[src/rtl/gni_pkg.sv]
// ----------------------------------------------------------------------------
// gni_pkg
// Shared types and codes for the grid neighbour index unit: geometry and
// direction codes, the configuration bundle and the items between stages.
// ----------------------------------------------------------------------------
`default_nettype none

package gni_pkg;

  // field widths
  localparam int unsigned REGION_W = 16;
  localparam int unsigned DIR_W    = 16;
  localparam int unsigned COUNT_W  = 17;
  localparam int unsigned EDGE_W   = 9;
  localparam int unsigned COORD_W  = 8;
  localparam int unsigned MODE_W   = 3;
  localparam int unsigned CIDX_W   = 2;

  // configuration register indexes
  localparam logic [CIDX_W-1:0] CFG_GEOMETRY_MODE = 2'd0;
  localparam logic [CIDX_W-1:0] CFG_REGION_COUNT  = 2'd1;
  localparam logic [CIDX_W-1:0] CFG_GRID_EDGE     = 2'd2;

  // geometry codes
  localparam logic [MODE_W-1:0] GEO_HEXAGON = 3'd0;
  localparam logic [MODE_W-1:0] GEO_SQUARE  = 3'd1;
  localparam logic [MODE_W-1:0] GEO_TORUS   = 3'd2;
  localparam logic [MODE_W-1:0] GEO_GRAPH   = 3'd3;
  localparam logic [MODE_W-1:0] GEO_RING    = 3'd4;
  localparam logic [MODE_W-1:0] GEO_BIDRING = 3'd5;
  localparam logic [MODE_W-1:0] GEO_STAR    = 3'd6;
  // geometry code with no layout behind it
  localparam logic [MODE_W-1:0] GEO_UNUSED  = 3'd7;

  // direction codes
  localparam logic [DIR_W-1:0] DIR_N  = 16'd0;
  localparam logic [DIR_W-1:0] DIR_S  = 16'd1;
  localparam logic [DIR_W-1:0] DIR_E  = 16'd2;
  localparam logic [DIR_W-1:0] DIR_W_ = 16'd3;
  localparam logic [DIR_W-1:0] DIR_NE = 16'd4;
  localparam logic [DIR_W-1:0] DIR_NW = 16'd5;
  localparam logic [DIR_W-1:0] DIR_SE = 16'd6;
  localparam logic [DIR_W-1:0] DIR_SW = 16'd7;

  // configuration as seen by the pipeline
  typedef struct packed {
    logic [MODE_W-1:0]  mode;
    logic [COUNT_W-1:0] count;
    logic [EDGE_W-1:0]  grid_edge;
    logic [COUNT_W-1:0] grid_sq;
  } cfg_t;

  // item leaving the divider: row in quo, column in rem
  typedef struct packed {
    logic [REGION_W-1:0] from;
    logic [DIR_W-1:0]    dir;
    logic [REGION_W-1:0] rem;
    logic [COORD_W-1:0]  quo;
  } div_item_t;

  // item leaving the step stage
  typedef struct packed {
    logic                ok;
    logic                grid;
    logic [COORD_W-1:0]  nx;
    logic [COORD_W-1:0]  ny;
    logic [COUNT_W-1:0]  dres;
  } step_item_t;

endpackage

`default_nettype wire

[src/rtl/grid_neighbour_index_unit.sv]
// ----------------------------------------------------------------------------
// grid_neighbour_index_unit
// Gives the index of the region next to a start region in one direction, for
// hexagon, square, torus, graph, ring, bidirectional ring and star layouts.
//
//   channel  dir  signals                       contents
//   s_*      in   s_tvalid s_tready s_tdata     from_region, direction
//   m_*      out  m_tvalid m_tready m_tdata     neighbour, flag in m_tuser
//   cfg_*    in   cfg_we cfg_index cfg_wdata    geometry, count, grid edge
//
// One transaction per cycle while the output is not stalled; each passes four
// divider stages (two row bits each), the step stage, the index rebuild
// multiply and the range check into the output register.
// rst clears the valid bits and returns the configuration registers to reset.
// A stage holds when the one after it is full and stalled; bubbles close up,
// so input is taken while a finished result waits at the output.
// ----------------------------------------------------------------------------
`default_nettype none

module grid_neighbour_index_unit
  import gni_pkg::*;
#(
  parameter int unsigned REGION_BITS = 16
) (
  input  wire logic               clk,
  input  wire logic               rst,
  // slave side
  input  wire logic               s_tvalid,
  output logic                    s_tready,
  input  wire logic [31:0]        s_tdata,   // [15:0] from_region, [31:16] direction
  // master side
  output logic                    m_tvalid,
  input  wire logic               m_tready,
  output logic [15:0]             m_tdata,   // [15:0] neighbour
  output logic [0:0]              m_tuser,   // [0] neighbour_valid
  // configuration
  input  wire logic               cfg_we,
  input  wire logic [CIDX_W-1:0]  cfg_index,
  input  wire logic [COUNT_W-1:0] cfg_wdata
);

  logic [MODE_W-1:0]  geometry_mode;
  logic [COUNT_W-1:0] region_count;
  logic [EDGE_W-1:0]  grid_edge;
  logic [COUNT_W-1:0] grid_sq;
  cfg_t               cfg;

  logic       div_valid;
  logic       div_ready;
  div_item_t  div_item;
  logic       step_valid;
  logic       step_ready;
  step_item_t step_item;

  // configuration registers
  always_ff @(posedge clk) begin
    if (rst) begin
      geometry_mode <= GEO_HEXAGON;
      region_count  <= COUNT_W'(1);
      grid_edge     <= '0;
    end else if (cfg_we) begin
      unique case (cfg_index)
        CFG_GEOMETRY_MODE: geometry_mode <= cfg_wdata[MODE_W-1:0];
        CFG_REGION_COUNT:  region_count  <= cfg_wdata;
        CFG_GRID_EDGE:     grid_edge     <= cfg_wdata[EDGE_W-1:0];
        default: ;
      endcase
    end
  end

  // squared edge, bound for the start row check
  always_ff @(posedge clk) begin
    grid_sq <= COUNT_W'(grid_edge * grid_edge);
  end

  assign cfg = '{mode: geometry_mode, count: region_count,
                 grid_edge: grid_edge, grid_sq: grid_sq};

  gni_divider u_divider (
    .clk       (clk),
    .rst       (rst),
    .cfg       (cfg),
    .in_valid  (s_tvalid),
    .in_ready  (s_tready),
    .in_from   (s_tdata[15:0]),
    .in_dir    (s_tdata[31:16]),
    .out_valid (div_valid),
    .out_ready (div_ready),
    .out_item  (div_item)
  );

  gni_step u_step (
    .clk       (clk),
    .rst       (rst),
    .cfg       (cfg),
    .in_valid  (div_valid),
    .in_ready  (div_ready),
    .in_item   (div_item),
    .out_valid (step_valid),
    .out_ready (step_ready),
    .out_item  (step_item)
  );

  gni_join #(
    .REGION_BITS (REGION_BITS)
  ) u_join (
    .clk             (clk),
    .rst             (rst),
    .cfg             (cfg),
    .in_valid        (step_valid),
    .in_ready        (step_ready),
    .in_item         (step_item),
    .out_valid       (m_tvalid),
    .out_ready       (m_tready),
    .neighbour       (m_tdata),
    .neighbour_valid (m_tuser[0])
  );

  // an invalid result carries index zero
  a_invalid_zero: assert property (@(posedge clk) disable iff (rst)
    m_tvalid && !m_tuser[0] |-> m_tdata == '0)
    else $error("invalid neighbour with non-zero index");

  // a valid neighbour lies inside the topology
  a_valid_in_range: assert property (@(posedge clk) disable iff (rst)
    m_tvalid && m_tuser[0] |-> {1'b0, m_tdata} < region_count)
    else $error("neighbour outside region count");

  // input is only refused when the whole pipeline is full and stalled
  a_backpressure: assert property (@(posedge clk) disable iff (rst)
    !s_tready |-> m_tvalid && !m_tready)
    else $error("input refused without output stall");

  // the unused geometry code never yields a neighbour
  a_unused_mode: assert property (@(posedge clk) disable iff (rst)
    m_tvalid && geometry_mode == GEO_UNUSED |-> !m_tuser[0])
    else $error("neighbour from unused geometry");

endmodule

`default_nettype wire

[src/rtl/gni_divider.sv]
// ----------------------------------------------------------------------------
// gni_divider
// Pipelined restoring divider: splits the region index into row and column
// by the grid edge, two quotient bits per stage.
// ----------------------------------------------------------------------------
`default_nettype none

module gni_divider
  import gni_pkg::*;
(
  input  wire logic                clk,
  input  wire logic                rst,
  input  wire cfg_t                cfg,
  input  wire logic                in_valid,
  output logic                     in_ready,
  input  wire logic [REGION_W-1:0] in_from,
  input  wire logic [DIR_W-1:0]    in_dir,
  output logic                     out_valid,
  input  wire logic                out_ready,
  output div_item_t                out_item
);

  localparam int unsigned BITS_PER_STAGE = 2;
  localparam int unsigned STAGES         = COORD_W / BITS_PER_STAGE;
  localparam int unsigned QBIT_W         = $clog2(COORD_W);

  logic [STAGES-1:0] v;
  logic [STAGES:0]   rdy;
  logic [STAGES-1:0] src_v;
  div_item_t         st  [STAGES];
  div_item_t         src [STAGES];
  div_item_t         nxt [STAGES];

  assign rdy[STAGES] = out_ready;
  assign in_ready    = rdy[0];
  assign out_valid   = v[STAGES-1];
  assign out_item    = st[STAGES-1];

  for (genvar k = 0; k < STAGES; k++) begin : g_stage
    // stage source: the input port or the previous stage
    if (k == 0) begin : g_first
      assign src_v[k] = in_valid;
      assign src[k]   = '{from: in_from, dir: in_dir, rem: in_from, quo: '0};
    end else begin : g_next
      assign src_v[k] = v[k-1];
      assign src[k]   = st[k-1];
    end

    assign rdy[k] = !v[k] || rdy[k+1];

    // trial subtraction for this stage's quotient bits
    always_comb begin
      logic [COUNT_W-1:0] trial;
      logic [COUNT_W-1:0] rem_x;
      logic [QBIT_W-1:0]  b;
      nxt[k] = src[k];
      for (int unsigned j = 0; j < BITS_PER_STAGE; j++) begin
        b     = QBIT_W'(COORD_W - 1 - k * BITS_PER_STAGE - j);
        trial = COUNT_W'(cfg.grid_edge) << b;
        rem_x = {1'b0, nxt[k].rem};
        if (rem_x >= trial) begin
          nxt[k].rem    = REGION_W'(rem_x - trial);
          nxt[k].quo[b] = 1'b1;
        end
      end
    end

    // stage valid
    always_ff @(posedge clk) begin
      if (rst) begin
        v[k] <= 1'b0;
      end else if (rdy[k]) begin
        v[k] <= src_v[k];
      end
    end

    // stage payload
    always_ff @(posedge clk) begin
      if (rdy[k] && src_v[k]) begin
        st[k] <= nxt[k];
      end
    end
  end

endmodule

`default_nettype wire

[src/rtl/gni_step.sv]
// ----------------------------------------------------------------------------
// gni_step
// Moves one cell in the chosen direction on the grid (hexagon, square,
// torus) and works out the result of the index-based geometries.
// ----------------------------------------------------------------------------
`default_nettype none

module gni_step
  import gni_pkg::*;
(
  input  wire logic      clk,
  input  wire logic      rst,
  input  wire cfg_t      cfg,
  input  wire logic      in_valid,
  output logic           in_ready,
  input  wire div_item_t in_item,
  output logic           out_valid,
  input  wire logic      out_ready,
  output step_item_t     out_item
);

  localparam int unsigned S_W = COORD_W + 2;

  step_item_t nxt;
  logic       v;

  assign in_ready  = !v || out_ready;
  assign out_valid = v;

  // neighbour coordinates and direct results
  always_comb begin
    logic               in_topo;
    logic               grid_pre;
    logic               dir_ok;
    logic               odd;
    logic [COUNT_W-1:0] from_x;
    logic signed [S_W-1:0] sx;
    logic signed [S_W-1:0] sy;
    logic signed [S_W-1:0] se;
    logic signed [S_W-1:0] hx;

    from_x   = {1'b0, in_item.from};
    in_topo  = from_x < cfg.count;
    grid_pre = in_topo && (cfg.grid_edge != '0) && (from_x < cfg.grid_sq);
    odd      = in_item.quo[0];
    sx       = signed'({2'b00, in_item.rem[COORD_W-1:0]});
    sy       = signed'({2'b00, in_item.quo});
    se       = signed'({1'b0, cfg.grid_edge});
    hx       = odd ? sx : sx - S_W'(1);
    dir_ok   = 1'b0;
    nxt      = '{ok: 1'b0, grid: 1'b0, nx: '0, ny: '0, dres: '0};

    unique case (cfg.mode)
      GEO_HEXAGON: begin
        nxt.grid = 1'b1;
        dir_ok   = 1'b1;
        unique case (in_item.dir)
          DIR_NW: begin sx = hx;          sy = sy - S_W'(1); end
          DIR_NE: begin sx = hx + S_W'(1); sy = sy - S_W'(1); end
          DIR_SW: begin sx = hx;          sy = sy + S_W'(1); end
          DIR_SE: begin sx = hx + S_W'(1); sy = sy + S_W'(1); end
          DIR_E:  sx = sx + S_W'(1);
          DIR_W_: sx = sx - S_W'(1);
          default: dir_ok = 1'b0;
        endcase
      end
      GEO_SQUARE, GEO_TORUS: begin
        nxt.grid = 1'b1;
        dir_ok   = 1'b1;
        unique case (in_item.dir)
          DIR_N:  sy = sy - S_W'(1);
          DIR_S:  sy = sy + S_W'(1);
          DIR_E:  sx = sx + S_W'(1);
          DIR_W_: sx = sx - S_W'(1);
          default: dir_ok = 1'b0;
        endcase
        // torus wraps at the edges
        if (cfg.mode == GEO_TORUS) begin
          if (sy < 0)   sy = se - S_W'(1);
          if (sy >= se) sy = '0;
          if (sx < 0)   sx = se - S_W'(1);
          if (sx >= se) sx = '0;
        end
      end
      GEO_GRAPH: begin
        nxt.dres = {1'b0, in_item.dir};
        nxt.ok   = in_topo;
      end
      GEO_RING, GEO_BIDRING: begin
        if (in_item.dir == DIR_E) begin
          nxt.dres = (from_x + COUNT_W'(1) == cfg.count) ? '0 : from_x + COUNT_W'(1);
          nxt.ok   = in_topo;
        end else if (in_item.dir == DIR_W_ && cfg.mode == GEO_BIDRING) begin
          nxt.dres = (in_item.from == '0) ? cfg.count - COUNT_W'(1)
                                          : from_x - COUNT_W'(1);
          nxt.ok   = in_topo;
        end
      end
      GEO_STAR: begin
        if (in_item.from != '0) begin
          nxt.dres = '0;
          nxt.ok   = in_topo && (in_item.dir == DIR_N);
        end else begin
          nxt.dres = {1'b0, in_item.dir} + COUNT_W'(1);
          nxt.ok   = in_topo;
        end
      end
      default: nxt.ok = 1'b0;
    endcase

    // grid result only when inside the grid after the move
    if (nxt.grid) begin
      nxt.ok = grid_pre && dir_ok && (sx >= 0) && (sx < se) && (sy >= 0) && (sy < se);
      nxt.nx = sx[COORD_W-1:0];
      nxt.ny = sy[COORD_W-1:0];
    end
  end

  // stage valid
  always_ff @(posedge clk) begin
    if (rst) begin
      v <= 1'b0;
    end else if (in_ready) begin
      v <= in_valid;
    end
  end

  // stage payload
  always_ff @(posedge clk) begin
    if (in_ready && in_valid) begin
      out_item <= nxt;
    end
  end

endmodule

`default_nettype wire

[src/rtl/gni_join.sv]
// ----------------------------------------------------------------------------
// gni_join
// Rebuilds the region index from row and column for the grid geometries,
// takes the direct result for the others, then checks it against the region
// count and the index limits; the last stage is the output register.
// ----------------------------------------------------------------------------
`default_nettype none

module gni_join
  import gni_pkg::*;
#(
  parameter int unsigned REGION_BITS = 16
) (
  input  wire logic                 clk,
  input  wire logic                 rst,
  input  wire cfg_t                 cfg,
  input  wire logic                 in_valid,
  output logic                      in_ready,
  input  wire step_item_t           in_item,
  output logic                      out_valid,
  input  wire logic                 out_ready,
  output logic [REGION_W-1:0]       neighbour,
  output logic                      neighbour_valid
);

  localparam logic [COUNT_W-1:0] REGION_LIMIT = (REGION_BITS >= COUNT_W) ? '1 :
      COUNT_W'((64'd1 << REGION_BITS) - 64'd1);
  localparam logic [COUNT_W-1:0] OUT_LIMIT = COUNT_W'((64'd1 << REGION_W) - 64'd1);

  logic               v1;
  logic               v2;
  logic               rdy1;
  logic               rdy2;
  logic               ok1;
  logic [COUNT_W-1:0] res1;
  logic [COUNT_W-1:0] res_next;
  logic               ok_next;

  assign rdy2      = !v2 || out_ready;
  assign rdy1      = !v1 || rdy2;
  assign in_ready  = rdy1;
  assign out_valid = v2;

  // row times edge plus column
  assign res_next = in_item.grid
      ? COUNT_W'(in_item.ny * cfg.grid_edge) + COUNT_W'(in_item.nx)
      : in_item.dres;

  // range checks on the rebuilt index
  assign ok_next = ok1 && (res1 < cfg.count) && (res1 <= REGION_LIMIT) && (res1 <= OUT_LIMIT);

  // stage valids
  always_ff @(posedge clk) begin
    if (rst) begin
      v1 <= 1'b0;
      v2 <= 1'b0;
    end else begin
      if (rdy1) v1 <= in_valid;
      if (rdy2) v2 <= v1;
    end
  end

  // stage payloads
  always_ff @(posedge clk) begin
    if (rdy1 && in_valid) begin
      ok1  <= in_item.ok;
      res1 <= res_next;
    end
    if (rdy2 && v1) begin
      neighbour_valid <= ok_next;
      neighbour       <= ok_next ? res1[REGION_W-1:0] : '0;
    end
  end

endmodule

`default_nettype wire

[config.mk]
export PLATFORM = sky130hd
export DESIGN_NAME = grid_neighbour_index_unit
export DESIGN_NICKNAME = d
export VERILOG_FILES = /design/src/rtl/gni_pkg.sv /design/src/rtl/grid_neighbour_index_unit.sv /design/src/rtl/gni_divider.sv /design/src/rtl/gni_step.sv /design/src/rtl/gni_join.sv
export SDC_FILE = /design/constraint.sdc
export NUM_CORES = 1
export LEC_CHECK = 0
export ABC_AREA = 1
export BUFFER_PORTS_ARGS = -buffer_cell sky130_fd_sc_hd__buf_2
export CORE_MARGIN = 3
export CORE_UTILIZATION = 60
export DETAILED_ROUTE_END_ITERATION = 10
export PLACE_DENSITY = 0.73
export REMOVE_ABC_BUFFERS = 1
export SLEW_MARGIN = 20
export SYNTH_ARGS = -nofsm -noshare
export SYNTH_HDL_FRONTEND = slang
export SYNTH_SLANG_ARGS = --single-unit
[constraint.sdc]
create_clock -name clk -period 6.63 [get_ports clk]
set_input_delay 1.989 -clock clk [delete_from_list [all_inputs] [get_ports clk]]
set_output_delay 1.989 -clock clk [all_outputs]
set_load 0.01 [all_outputs]
Yosys cells after proc, flatten, opt, wreduce, memory -nomap -nowiden
Memory sizes are Yosys's and may differ from the RTL's.
Index checks and enable logic that the tools add are counted.
{"block": "totals", "mem_count": 1, "ram_bits": 224, "out_inout_bits": 19, "reg_bits": 123, "word_cells": 187, "input_bits": 56}
{"name": "u_divider.st", "words": 4, "word_bits": 56, "read_ports": 4, "rd_clocked_by_memory_dff": 0, "wr": 4, "line": "gni_divider.sv:30", "rtl": "div_item_t st [STAGES];"}
{"block": "classes", "n_mux": 58, "n_lt_le_gt_ge": 20, "addsub": 19, "multipliers": 2, "n_reduce_logical": 51, "eq_ne": 16}
{"cell": "two-way mux 10 bit", "n": 13}
{"cell": "two-way mux 17 bit", "n": 7}
{"cell": "two-way mux 16 bit", "n": 7}
{"cell": "case mux 10 bit (2 select lines)", "n": 5}
{"cell": "== test 16 x 3 -> 1 bit, second input constant", "n": 4}
{"cell": "case mux 17 bit (3 select lines)", "n": 1}
{"cell": "case mux 10 bit (4 select lines)", "n": 1}
{"cell": "adder 16 x 1 -> 17 bit, second input constant", "n": 2}
{"cell": "< comparator 16 x 17 -> 1 bit", "n": 2}
{"cell": "== test 16 x 2 -> 1 bit, second input constant", "n": 2}
{"cell": "logical NOT 16 bit", "n": 2}
{"cell": "two-way mux 1 bit", "n": 22}
{"cell": "greater-or-equal comparator 10 x 1 -> 1 bit, second input constant", "n": 2}
{"cell": "greater-or-equal comparator 10 bit", "n": 2}
{"cell": "< comparator 10 x 1 -> 1 bit, second input constant", "n": 2}
{"cell": "< comparator 10 bit", "n": 2}
{"cell": "logical AND 1 bit", "n": 19}
{"cell": "adder 8 x 1 -> 9 bit, second input constant", "n": 2}
{"cell": "subtractor 8 x 1 -> 9 bit, second input constant", "n": 2}
{"cell": "adder 17 x 8 -> 17 bit", "n": 1}
{"cell": "== test 17 bit", "n": 1}
{"cell": "<= comparator 17 x 16 -> 1 bit, second input constant", "n": 1}
{"cell": "< comparator 17 bit", "n": 1}
{"cell": "multiplier 8 x 9 -> 17 bit", "n": 1}
{"cell": "other kinds (40)", "n": 62}

Depth between registers and ports, before layout
An unclocked memory read counts as a cell.
{"block": "logic_depth", "depth_word": 18, "mapped_depth": 38, "mapped_depth_nobuf": 37}

Hierarchy
A second synthesis with hierarchy kept.
{"block": "hier_totals", "cells_unflattened": 3517, "area_unflattened_um2": 27807.9}
{"mod": "gni_divider", "cells_per_inst": 1156, "seq_area_each_um2": 6085.8, "area_per_inst_um2": 11666.2, "instances": 1}
{"mod": "gni_step", "cells_per_inst": 1265, "seq_area_each_um2": 1071.0, "area_per_inst_um2": 7798.7, "instances": 1}
{"mod": "gni_join", "cells_per_inst": 615, "seq_area_each_um2": 1091.0, "area_per_inst_um2": 4773.3, "instances": 1}
{"mod": "grid_neighbour_index_unit", "cells_per_inst": 481, "seq_area_each_um2": 900.9, "area_per_inst_um2": 3569.7, "instances": 1}

Least setup slack after synthesis
No wires, ideal clock.
{"block": "synth_path", "path_type": "input to register", "from": "input port m_tready", "to": "memory u_divider.st[2][10] (netlist bit), enable pin", "cell_stages": 10, "t_arrival_ps": 4640, "n_path_buf": 0, "path_slack_ps": 1528, "required_time_ps": 6167, "setup_ps": 463, "cell_sequence": "nor2_1 inv_1 nor2_1 inv_1 nor2_1 inv_1 nor2_1 inv_1 nor2_1 nor2_1"}
{"element": "from (decl)", "line": "grid_neighbour_index_unit.sv:33", "rtl": "input wire logic m_tready,"}
{"element": "to (decl)", "line": "gni_divider.sv:30"}

Worst setup path in the final report
{"block": "layout_path", "from": "input port m_tready", "to": "output port s_tready"}
{"block": "layout_between", "elab_chain_cells": 7}
{"element": "logical OR 1 bit", "line": "gni_join.sv:39", "rtl": "assign rdy2 = !v2 || out_ready;"}
{"element": "logical OR 1 bit", "line": "gni_join.sv:40", "rtl": "assign rdy1 = !v1 || rdy2;"}
{"element": "logical OR 1 bit", "line": "gni_step.sv:27", "rtl": "assign in_ready = !v || out_ready;"}
{"element": "logical OR 1 bit (4 in a row)", "line": "gni_divider.sv:49", "rtl": "assign rdy[k] = !v[k] || rdy[k+1];"}
{"element": "to (decl)", "line": "grid_neighbour_index_unit.sv:29", "rtl": "output logic s_tready,"}
No other way between the ends.

==> report_table.html <==
<table>
<tr><th>Metric</th><th>Value</th></tr>
<tr><th colspan="2">GRT</th></tr>
<tr><td>Aggregate global-route resource usage</td><td>32.0%</td></tr>
<tr><td>Global route total overflow</td><td>0</td></tr>
<tr><td>Pin count of the biggest net entering global routing</td><td>53</td></tr>
<tr><td>Global-route wire length before repair</td><td>111000 µm</td></tr>
<tr><td>Via count of the first global-routing pass</td><td>between 20000 and 25000</td></tr>
<tr><td>Number of antenna violations at the first check in global routing</td><td>0</td></tr>
<tr><th colspan="2">Yosys</th></tr>
<tr><td>Post-synthesis average cell area</td><td>8.29 µm²</td></tr>
<tr><td>Synth area leader</td><td>sky130_fd_sc_hd__edfxtp_1</td></tr>
<tr><td>Netlist area before placement</td><td>between 0.02 and 0.03 mm²</td></tr>
<tr><td>Total of warnings raised by yosys</td><td>0</td></tr>
<tr><td>Share of flip-flops with an asynchronous set or reset after synthesis</td><td>0%</td></tr>
<tr><td>Register bit total from synthesis</td><td>roughly 310</td></tr>
<tr><td>Ys flop type</td><td>sky130_fd_sc_hd__edfxtp_1</td></tr>
<tr><td>Most used standard cells in the synthesized netlist</td><td>sky130_fd_sc_hd__nand2_1 (654), sky130_fd_sc_hd__inv_1 (502), sky130_fd_sc_hd__edfxtp_1 (262)</td></tr>
<tr><td>Synthesized netlist cell count</td><td>3023</td></tr>
<tr><td>Post-synthesis sequential area ratio</td><td>35.5%</td></tr>
<tr><td>Top post-synthesis cells by area</td><td>sky130_fd_sc_hd__edfxtp_1 (31%), sky130_fd_sc_hd__ha_1 (12%), sky130_fd_sc_hd__nand2_1 (9.8%)</td></tr>
<tr><td>Post-synth EDFFs</td><td>between 200 and 300</td></tr>
<tr><td>Distinct cell type count after synthesis</td><td>63</td></tr>
<tr><td>Share of the synthesized area in the top cell type</td><td>31.4%</td></tr>
<tr><td>Library cell with the highest instance count after synthesis</td><td>sky130_fd_sc_hd__nand2_1</td></tr>
<tr><th colspan="2">Clocking</th></tr>
<tr><td>Clock-pin transition on the worst setup and hold timing paths</td><td>0.06 ns</td></tr>
<tr><td>Num CTS Buffers</td><td>35</td></tr>
<tr><td>Postcts setup bufs</td><td>0</td></tr>
<tr><td>Cell at the root of the clock tree</td><td>sky130_fd_sc_hd__clkbuf_16</td></tr>
<tr><td>H-Tree Depth</td><td>2</td></tr>
<tr><td>Cts hold-fix bufs</td><td>0</td></tr>
<tr><td>TritonCTS clock tree</td><td>built</td></tr>
<tr><td>Post_cts resized</td><td>0</td></tr>
<tr><td>Buffer depth of the longest clock path</td><td>3</td></tr>
<tr><td>Clock Latency Late Sink</td><td>0.57 ns</td></tr>
<tr><td>Total number of clock tree sinks</td><td>314</td></tr>
<tr><th colspan="2">Detailed routing</th></tr>
<tr><td>Top Metal Used</td><td>met4</td></tr>
<tr><td>First-iteration detailed-routing DRC count</td><td>1892</td></tr>
<tr><td>Via count</td><td>21100</td></tr>
<tr><td>Total iterations of the first detailed-routing run</td><td>8</td></tr>
<tr><td>WL met2</td><td>33400 µm</td></tr>
<tr><td>Antenna Violating Nets Remaining</td><td>0</td></tr>
<tr><td>Per-cell routed wire length</td><td>19.3 µm</td></tr>
<tr><td>WL met3</td><td>4990 µm</td></tr>
<tr><td>Sum of routed wire segments on met1</td><td>between 20000 and 30000 µm</td></tr>
<tr><td>Vias per Instance</td><td>5.78</td></tr>
<tr><td>DR DRC count</td><td>0</td></tr>
<tr><td>Wire length after detailed routing</td><td>70600 µm</td></tr>
<tr><th colspan="2">Timing</th></tr>
<tr><td>Share of the clock period used by the worst path after layout</td><td>85.2%</td></tr>
<tr><td>Unrepaired setup endpoints after global routing</td><td>no</td></tr>
<tr><td>Fin worst setup slack</td><td>approximately 0.98 ns</td></tr>
<tr><td>Worst hold margin</td><td>0.412 ns</td></tr>
<tr><td>Fmax</td><td>177 MHz</td></tr>
<tr><td>Transition at the pin with the smallest max-transition slack</td><td>a little over 1 ns</td></tr>
<tr><td>Minimum clock period</td><td>5.65 ns</td></tr>
<tr><td>Number of hold violations in the final report</td><td>0</td></tr>
<tr><td>Setup violators final</td><td>0</td></tr>
<tr><td>Post-Route Skew</td><td>around 0.028 ns</td></tr>
<tr><td>Final total negative setup slack</td><td>0 ns</td></tr>
<tr><td>Total count of max-transition violations in the final report</td><td>0</td></tr>
<tr><td>Max transition margin</td><td>roughly a third</td></tr>
<tr><th colspan="2">Placement</th></tr>
<tr><td>GPL Wtd Cong</td><td>1.06</td></tr>
<tr><td>Final HPWL DP</td><td>55200 µm</td></tr>
<tr><td>Port Buffer Count</td><td>between 70 and 80</td></tr>
<tr><td>Post-placement worst setup slack</td><td>just under 0.8 ns</td></tr>
<tr><td>Count of placed standard cells including taps</td><td>3588</td></tr>
<tr><th colspan="2">Final layout</th></tr>
<tr><td>Area Growth Syn to Fin</td><td>8.39%</td></tr>
<tr><td>Nets</td><td>3479</td></tr>
<tr><td>Fraction of final layout cells with drive strength greater than 1</td><td>7.34%</td></tr>
<tr><td>Util after Layout</td><td>between 60% and 70%</td></tr>
<tr><td>Count of placed standard cells in the final layout, fillers left out</td><td>3650</td></tr>
<tr><td>Fill cell total of the finished layout</td><td>3374</td></tr>
<tr><td>Ant diodes</td><td>0</td></tr>
<tr><th colspan="2">Worst setup path</th></tr>
<tr><td>Reg2Reg Launch Point</td><td>grid_edge[3]</td></tr>
<tr><td>Worst Setup SP</td><td>m_tready</td></tr>
<tr><td>Buffers &amp; Inverters on Critical Path</td><td>7</td></tr>
<tr><td>Reg2Reg Depth</td><td>22</td></tr>
<tr><td>CP endpoint kind</td><td>output port</td></tr>
<tr><td>Cell seen most often among critical-path stages</td><td>sky130_fd_sc_hd__nor2_1</td></tr>
<tr><td>Crit-path slowest cell</td><td>sky130_fd_sc_hd__nor2_1</td></tr>
<tr><td>Timing endpoint of the critical path</td><td>s_tready</td></tr>
<tr><td>Kind of cell with the highest combined delay on the critical path</td><td>simple AND/OR/NAND/NOR gates</td></tr>
<tr><td>Type of element launching the critical path</td><td>input port</td></tr>
<tr><td>Reg2reg setup slack</td><td>1.15 ns</td></tr>
<tr><td>Required time at the worst-slack endpoint</td><td>~4.6 ns</td></tr>
<tr><td>Worst Path Class, Setup</td><td>input port to output port</td></tr>
<tr><td>Largest stage delay on the critical path</td><td>0.30 ns</td></tr>
<tr><td>Ordered list of cells on the worst path</td><td>buf_2 -&gt; nor2_1 -&gt; inv_1 -&gt; nor2_1 -&gt; inv_1 -&gt; nor2_1 -&gt; inv_1 -&gt; nor2_1 -&gt; inv_1 -&gt; nor2_1 -&gt; inv_1 -&gt; nor2_1 -&gt; nand2_1 -&gt; buf_2</td></tr>
<tr><td>Critical Path Stages</td><td>14</td></tr>
<tr><td>Worst-path fanout max</td><td>3</td></tr>
<tr><td>Data arrival at the endpoint of the critical path</td><td>approximately 3.7 ns</td></tr>
<tr><td>Capturing point of the worst reg2reg path</td><td>u_divider.st[3][8]</td></tr>
<tr><th colspan="2">Floorplanning</th></tr>
<tr><td>Standard cell core area</td><td>0.0410 mm²</td></tr>
<tr><td>Chip Width</td><td>approximately 210 µm</td></tr>
<tr><td>Initial cell density of the core</td><td>about three fifths</td></tr>
<tr><td>Number of standard-cell rows in the floorplan</td><td>74</td></tr>
<tr><td>Number of placed I/O pins</td><td>75</td></tr>
<tr><td>Die height</td><td>~210 µm</td></tr>
<tr><td>DIE AREA</td><td>between 0.04 and 0.05 mm²</td></tr>
<tr><th colspan="2">Run</th></tr>
<tr><td>Count of maximum capacitance violations</td><td>0</td></tr>
<tr><th colspan="2">Power</th></tr>
<tr><td>Largest voltage drop on the vdd net</td><td>0.338 mV</td></tr>
<tr><td>Pwr dens</td><td>256 mW/mm²</td></tr>
<tr><td>Standby leakage power</td><td>12.6 nW</td></tr>
<tr><th colspan="2">Status</th></tr>
<tr><td>Outcome</td><td>finished clean</td></tr>
<tr><th colspan="2">Worst hold path</th></tr>
<tr><td>HP Class</td><td>flip-flop to flip-flop</td></tr>
</table>
## area by class of cell
| type | instances | area (µm²) | area share [%] |
|---|---|---|---|
| clock buffers | 41 | 898 | 3.31 |
| clock inverters | 21 | 249 | 0.917 |
| inverters | 512 | 1920 | 7.07 |
| multi-input cells | 2125 | 13900 | 51.2 |
| flip-flops and latches | 314 | 8910 | 32.8 |
| well taps | 532 | 666 | 2.45 |
| repair buffers | 105 | 603 | 2.22 |
## registers in the layout, indices dropped and copies added (netlist names)
register	flops
u_step.out_valid	1
geometry_mode	3
u_divider.out_valid	1
u_divider.src_v	3
u_join.neighbour_valid	1
region_count	17
u_join.v1	1
u_join.out_valid	1
u_join.res1	17
u_step.out_item	35
grid_sq	16
u_join.neighbour	16
u_divider.st	192
u_join.ok1	1
grid_edge	9
## worst min path at each step
stage | startpoint | endpoint | slack (ns) | cells past startpoint
after CTS | u_divider.st[0][27] | u_divider.st[1][27] | 0.41 | 0
after floorplan | u_divider.st[0][24] | u_divider.st[1][24] | 0.40 | 0
after detailed placement | u_divider.st[0][32] | u_divider.st[1][32] | 0.40 | 0
after global routing | u_divider.st[1][55] | u_divider.st[2][55] | 0.42 | 0
final | u_divider.st[0][47] | u_divider.st[1][47] | 0.41 | 0
after global placement | u_divider.st[0][39] | u_divider.st[1][39] | 0.40 | 0
## report_power, final
group          internal, mW  switching, mW  total (mW)
combinational         0.937           1.56        2.50
clock                  1.14          0.808        1.95
sequential             2.39          0.111        2.50
total                  4.46           2.48        6.94
## layout by cell type, fill, tap and decap left out, types with 8 or more instances in the layout
cell type / instances
sky130_fd_sc_hd__a211oi_1: 9
sky130_fd_sc_hd__a21o_1: 8
sky130_fd_sc_hd__a21oi_1: 195
sky130_fd_sc_hd__a31oi_1: 8
sky130_fd_sc_hd__buf_2: 74
sky130_fd_sc_hd__buf_4: 31
sky130_fd_sc_hd__clkbuf_16: 35
sky130_fd_sc_hd__clkinv_1: 12
sky130_fd_sc_hd__dfxtp_1: 52
sky130_fd_sc_hd__edfxtp_1: 262
sky130_fd_sc_hd__fa_1: 92
sky130_fd_sc_hd__ha_1: 238
sky130_fd_sc_hd__inv_1: 500
sky130_fd_sc_hd__inv_2: 8
sky130_fd_sc_hd__nand2_1: 654
sky130_fd_sc_hd__nand2_2: 9
sky130_fd_sc_hd__nand3_1: 107
sky130_fd_sc_hd__nand3b_1: 8
sky130_fd_sc_hd__nand4_1: 41
sky130_fd_sc_hd__nor2_1: 209
sky130_fd_sc_hd__nor3_1: 40
sky130_fd_sc_hd__nor4_1: 8
sky130_fd_sc_hd__o211ai_1: 31
sky130_fd_sc_hd__o21ai_0: 163
sky130_fd_sc_hd__o21ai_1: 41
sky130_fd_sc_hd__o21bai_1: 10
sky130_fd_sc_hd__or2_2: 13
sky130_fd_sc_hd__xnor2_1: 36
sky130_fd_sc_hd__xor2_1: 107
## through the flow
step	cell area, µm²	total power, mW
after global routing	27200	7.41
after CTS	27200	6.96
after global placement	26000	4.93
after detailed placement	26000	4.99
final	27200	6.94
after floorplan	24700	4.38
## worst reg2reg max path, cell delays in order (launching register included)
cell and delay, ns:
sky130_fd_sc_hd__dfxtp_1 0.69, sky130_fd_sc_hd__inv_1 0.23, sky130_fd_sc_hd__ha_1 0.44, sky130_fd_sc_hd__nand4_1 0.16, sky130_fd_sc_hd__nor4_1 0.30, sky130_fd_sc_hd__nand4_1 0.20, sky130_fd_sc_hd__nand4_2 0.22, sky130_fd_sc_hd__inv_1 0.24
sky130_fd_sc_hd__o21ai_0 0.48, sky130_fd_sc_hd__fa_1 0.31, sky130_fd_sc_hd__nor2_1 0.06, sky130_fd_sc_hd__nor2_1 0.17, sky130_fd_sc_hd__nor2_1 0.07, sky130_fd_sc_hd__nor2_1 0.08, sky130_fd_sc_hd__nand2_1 0.08, sky130_fd_sc_hd__o21ai_0 0.17
sky130_fd_sc_hd__a21boi_0 0.13, sky130_fd_sc_hd__o21ai_0 0.18, sky130_fd_sc_hd__nand4_1 0.13, sky130_fd_sc_hd__a21oi_2 0.30, sky130_fd_sc_hd__nand3_1 0.37, sky130_fd_sc_hd__nand2_1 0.15, sky130_fd_sc_hd__o21ai_0 0.09
## per-layer routing
metal | vias to the layer above | track usage [%]
met2 | 826 | 54.2
met5 | - | 0
met3 | 184 | 4.36
met1 | 9927 | 41.7
met4 | 0 | 13.1
li1 | 10100 | -
## kinds of logic after synthesis
kind of cell             after synthesis  synth area share (%)
AO/OA/AOI/OAI                        522                  11.9
XOR/XNOR                             144                  5.06
adder cells (fa/ha/maj)              330                  19.2
buffers and inverters                584                  8.98
flip-flops                           314                  35.5
multiplexers                           4                 0.170
AND/OR/NAND/NOR                     1125                  19.1
Note: power is estimated with default switching activity, not from simulation.
